<file path="config.mk">
export PLATFORM = sky130hd
export DESIGN_NAME = smf_select
export DESIGN_NICKNAME = d
export VERILOG_FILES = /design/src/rtl/smf_pkg.sv /design/src/rtl/smf_select.sv
export SDC_FILE = /design/constraint.sdc
export NUM_CORES = 1
export LEC_CHECK = 0
export BUFFER_PORTS_ARGS = -buffer_cell sky130_fd_sc_hd__clkbuf_2
export CAP_MARGIN = 20
export CELL_PAD_IN_SITES_DETAIL_PLACEMENT = 1
export CELL_PAD_IN_SITES_GLOBAL_PLACEMENT = 2
export CORE_ASPECT_RATIO = 1.2
export CORE_MARGIN = 2
export CORE_UTILIZATION = 48
export CTS_CLUSTER_DIAMETER = 30
export DETAILED_ROUTE_END_ITERATION = 10
export PLACE_DENSITY = 0.87
export SYNTH_ARGS = -nofsm -noshare
export SYNTH_HDL_FRONTEND = slang
export SYNTH_SLANG_ARGS = --single-unit
</file>
<file path="constraint.sdc">
create_clock -name clk_i -period 12.4 [get_ports clk_i]
set_input_delay 3.1 -clock clk_i [delete_from_list [all_inputs] [get_ports clk_i]]
set_output_delay 3.1 -clock clk_i [all_outputs]
set_load 0.05 [all_outputs]
</file>
<file path="src/rtl/smf_pkg.sv">
// Shared types and constants of the switching median filter.
package smf_pkg;

  localparam int PIX_W     = 8;
  localparam int CFG_W     = 16;
  localparam int CFG_IDX_W = 3;
  // Window half size comes from a 3-bit register, so it never exceeds 3.
  localparam int HALF_W    = 2;
  localparam int HALF_TOP  = 3;

  typedef enum logic [CFG_IDX_W-1:0] {
    CFG_WIDTH  = 3'd0,
    CFG_HEIGHT = 3'd1,
    CFG_WIN    = 3'd2,
    CFG_LOW    = 3'd3,
    CFG_HIGH   = 3'd4
  } cfg_idx_e;

  typedef enum logic {
    ACT_PIXEL = 1'b0,
    ACT_FLUSH = 1'b1
  } action_e;

  typedef enum logic [7:0] {
    ST_IDLE   = 8'b0000_0001,
    ST_CEN    = 8'b0000_0010,
    ST_CENW   = 8'b0000_0100,
    ST_GATHER = 8'b0000_1000,
    ST_LAST   = 8'b0001_0000,
    ST_MSTART = 8'b0010_0000,
    ST_MWAIT  = 8'b0100_0000,
    ST_OUT    = 8'b1000_0000
  } state_e;

  // Control from the sequencer to the median selector.
  typedef struct packed {
    logic             load;
    logic             start;
    logic [PIX_W-1:0] data;
  } sel_ctrl_t;

  // Status back from the median selector.
  typedef struct packed {
    logic             done;
    logic [PIX_W-1:0] value;
  } sel_stat_t;

endpackage

</file>
<file path="src/rtl/smf_select.sv">
// Window shift register and bit-serial median selection (radix select).
module smf_select import smf_pkg::*; #(
  parameter int WN = 49,
  parameter int NW = 6
) (
  input  logic          clk_i,
  input  logic          rst_ni,
  input  sel_ctrl_t     ctrl_i,
  input  logic [NW-1:0] n_i,
  output sel_stat_t     stat_o
);

  logic [PIX_W-1:0] win_q [WN];
  logic [WN-1:0]    alive_q, mask, zero_bits, one_bits;
  logic [NW-1:0]    k_q, zeros, kbase;
  logic [2:0]       bit_q;
  logic [PIX_W-1:0] cur_q, first_q, res_q, val;
  logic             busy_q, done_q, even_q, second_q, take_one, finish;
  logic [PIX_W:0]   sum;

  // Window values shift in, newest at entry 0
  always_ff @(posedge clk_i) begin
    if (ctrl_i.load) begin
      for (int i = WN - 1; i > 0; i--) begin
        win_q[i] <= win_q[i-1];
      end
      win_q[0] <= ctrl_i.data;
    end
  end

  // Candidate masks for the current bit plane
  always_comb begin
    for (int i = 0; i < WN; i++) begin
      mask[i]      = (NW'(i) < n_i);
      zero_bits[i] = alive_q[i] & ~win_q[i][bit_q];
      one_bits[i]  = alive_q[i] & win_q[i][bit_q];
    end
  end

  assign zeros    = NW'($countones(zero_bits));
  assign kbase    = NW'((n_i - 1'b1) >> 1);
  assign take_one = (k_q >= zeros);
  assign val      = {cur_q[PIX_W-2:0], take_one};
  assign sum      = {1'b0, first_q} + {1'b0, val};
  // Last bit of the last pass
  assign finish   = busy_q && !ctrl_i.start && (bit_q == 3'd0) && !second_q;

  // One bit of the selected rank per cycle, MSB first; even counts run twice
  always_ff @(posedge clk_i or negedge rst_ni) begin
    if (!rst_ni) begin
      busy_q   <= 1'b0;
      done_q   <= 1'b0;
      alive_q  <= '0;
      k_q      <= '0;
      bit_q    <= '0;
      cur_q    <= '0;
      first_q  <= '0;
      res_q    <= '0;
      even_q   <= 1'b0;
      second_q <= 1'b0;
    end else begin
      done_q <= finish;
      if (ctrl_i.start) begin
        busy_q   <= 1'b1;
        alive_q  <= mask;
        k_q      <= kbase;
        bit_q    <= 3'd7;
        even_q   <= ~n_i[0];
        second_q <= ~n_i[0];
      end else if (busy_q) begin
        cur_q <= val;
        if (bit_q != 3'd0) begin
          alive_q <= take_one ? one_bits : zero_bits;
          if (take_one) begin
            k_q <= k_q - zeros;
          end
          bit_q <= bit_q - 3'd1;
        end else if (second_q) begin
          first_q  <= val;
          second_q <= 1'b0;
          alive_q  <= mask;
          k_q      <= kbase + 1'b1;
          bit_q    <= 3'd7;
        end else begin
          busy_q <= 1'b0;
          res_q  <= even_q ? sum[PIX_W:1] : val;
        end
      end
    end
  end

  assign stat_o.done  = done_q;
  assign stat_o.value = res_q;

endmodule

</file>
==> impl_metrics.yaml <==
sta:
  fmax_mhz: 100
  fin_crit_ns: 9.97
  clock_skew_ns: 0.0326
  grt_setup_unrepaired: "no"
  max_slew_margin_pct: 25.7
  finalSetupViolations: 0
  tightest_slew_ns: 1.11
  finalHoldViolations: 0
  fin_tns_setup_ns: 0
  period_share_pct: 80.4
  drv_slew: 0
  setup_ws_ns: 2.43
global_routing:
  grt_pass1_vias: 12900
  antenna_found_initial: 0
  grt_max_degree: 207
  track_usage_pct: 22.7
  grt-ovfl-total: 0
  grt_pass1_wl_mm: 78.3
detailed_routing:
  drc: 0
  drt-met1-wl_mm: 20.0
  vias_per_cell: 5.87
  wl_met3_mm: 2.47
  wl_per_cell_um: 25.2
  postRouteAntennaNets: 0
  vias: 11700
  highest_layer: "met4"
  met2_wirelength_mm: 25.7
  drt_pass1_iterations: 7
  drt-initial-drc-count: 911
  drt-total-wl_mm: 50.1
clock_tree:
  cts_tree: "done"
  postCtsSetupRepairBufs: 0
  clock-sinks: 477
  clock-root-buffer: "clkbuf_16"
  cts_buffers: 90
  clockBufferDepth: 3
  clock_latency_ns: 0.65
  cts.clk_slew.worst_paths_ns: 0.06
  ctsHoldBuffers: 0
  cts_max_level: 3
  cts_resized: 0
logic_synthesis:
  synthCells: 1285
  synth-seq-cells: 477
  synthAdderAreaFrac_pct: 5.59
  synth_top_family_by_area: "multiplexers"
  muxShareOfSynthArea_pct: 14.0
  synth-xor-area-share_pct: 2.51
  syn_nets: 1373
  syn_area_um2: 21300
  synth_enable_flop_cells: 392
  synth_cell_types: 58
  yosys.area_share.simple_pct: 4.40
  synth_area_per_cell_um2: 16.6
  async_flop_share_pct: 17.8
  synthFlopType: "edfxtp_1"
  yosysWarnings: 0
  synth_compound_area_share_pct: 5.59
  ys_seq_area_share_pct: 65.2
finish:
  drive_above_1_share_pct: 22.0
  syn_to_final_growth_pct: 17.4
  nNetsFinal: 1438
  layout.cells.non_filler: 1987
  diodes: 0
critical_path:
  critPathMaxStageDelay_ns: 0.93
  slowest_stage: "dfrtp_4"
  critical_path.startpoint: "bit_q[0]"
  startpoint_type: "flip-flop"
  r2r-start: "bit_q[0]"
  reg2reg_depth: 28
  r2r_slack_ns: 2.43
  end_kind: "flip-flop"
  critPathMostFrequentCell: "fa_1"
  crit_fanout: 47
  rr_endpoint: "res_q[7]"
  arrival_ns: 10.48
  worstSetupPathType: "reg -> reg"
  crit_required_ns: 12.91
die:
  die_x_um: 196
  std_cell_rows: 84
  die_h_um: 235
  ios: 27
  core_region_area_um2: 43800
  die-area_um2: 46100
  initial_utilization_pct: 48.6
place:
  gp_congestion: 0.852
  place_ws_ns: 2.45
  dp.cells: 1817
  port_buffers: 26
  hpwl_mm: 30.9
run_status:
  outcome: "completed"
min_path:
  whs_path_depth: 0
  hold_start: "win_q[5][17]"
  holdPathEnd: "win_q[5][25]"
  min_path_type: "reg -> reg"
flow_run:
  maxCapViolCount: 0
routing by layer:
| layer | vias up | GRT usage [%] |
|---|---|---|
| li1 | 5071 | - |
| met3 | 111 | 4.55 |
| met2 | 359 | 37.9 |
| met5 | - | 0 |
| met4 | 0 | 10.7 |
| met1 | 6116 | 28.6 |
cells in the final DEF (no fill, tap or decap), types with 28 or more instances in the layout:
master / instances
ha_1: 28
o21ai_0: 56
mux4_2: 98
edfxtp_1: 392
clkbuf_16: 90
nor2_1: 31
fa_1: 42
nand2_1: 76
mux2i_1: 48
dfrtp_1: 82
and2_1: 30
a21oi_1: 44
inv_1: 56
xor2_1: 42
cell families after synthesis:
family                   after synthesis
flip-flops                           477
AND/OR/NAND/NOR                      196
AO/OA/AOI/OAI                        192
multiplexers                         167
buffers and inverters                122
adder cells (fa/ha/maj)               70
XOR/XNOR                              61
state kept, by name, indices dropped and copies added, names as in the netlist, 3 cells and up:
register,flops
win_q,392
bit_q,3
res_q,8
cur_q,7
first_q,8
k_q,6
alive_q,49
cells in the mapped netlist, drive strengths merged (2+ instances only):
cell / count / area share [%]
o31ai: 3 / 0.11
o21ai: 70 / 1.7
a22o: 2 / 0.082
or2: 4 / 0.12
nor4: 4 / 0.12
a22oi: 13 / 0.46
mux4: 98 / 10
mux2: 14 / 0.74
o21a: 3 / 0.11
xor2: 42 / 1.7
a31oi: 8 / 0.23
nor3: 12 / 0.28
and2: 30 / 0.88
xnor2: 19 / 0.78
a21o: 13 / 0.46
edfxtp: 392 / 55
nor2: 31 / 0.55
fa: 42 / 3.9
mux2i: 55 / 2.9
o22ai: 3 / 0.088
nand3: 13 / 0.31
and3: 7 / 0.21
clkbuf: 26 / 0.46
a21oi: 44 / 1.0
nand4: 2 / 0.059
buf: 39 / 1.3
dfrtp: 85 / 10
o32ai: 2 / 0.082
nand2: 76 / 1.3
nand2b: 7 / 0.24
ha: 28 / 1.6
o211ai: 2 / 0.094
a221oi: 2 / 0.082
nor2b: 7 / 0.21
o2bb2ai: 21 / 0.86
inv: 57 / 1.0
worst max-delay path: cells and delay by family (launching register included):
family | cells | cell delay [ns]
AO/OA/AOI/OAI | 6 | 1.08
adder cells (fa/ha/maj) | 11 | 5.36
buffers and inverters | 4 | 0.63
flip-flops | 1 | 0.93
multiplexers | 3 | 1.18
AND/OR/NAND/NOR | 4 | 0.54
worst max path at each step:
stage,slack [ns],depth (start not counted),end
6_report,2.43,28,res_q[7]
5_1_grt,1.79,32,res_q[7]
4_1_cts,2.35,33,res_q[7]
3_5_place_dp,2.45,32,res_q[7]
3_3_place_gp,2.59,33,res_q[7]
2_1_floorplan,3.15,37,res_q[7]
final cells by class:
cell class,instances,area [µm²]
fill,3961,18800
inverter,57,214
timing repair buffer,38,258
tap,559,699
clock inverter,65,790
sequential,477,13900
multi-input combinational,686,6840
clock buffer,105,2330
metrics by stage:
stage / hold WS, ns / cell area, µm² / utilization [%]
floorplan: 0.421 / 21300 / -
global placement: 0.423 / 21900 / 50.0
detailed placement: 0.431 / 21900 / 50.0
CTS: 0.436 / 25000 / 57.1
global route: 0.450 / 25000 / 57.1
finish: 0.437 / 25000 / 57.1
Power is not shown: default switching activity piles up to over one toggle a cycle in this logic, so the estimate is an artifact.
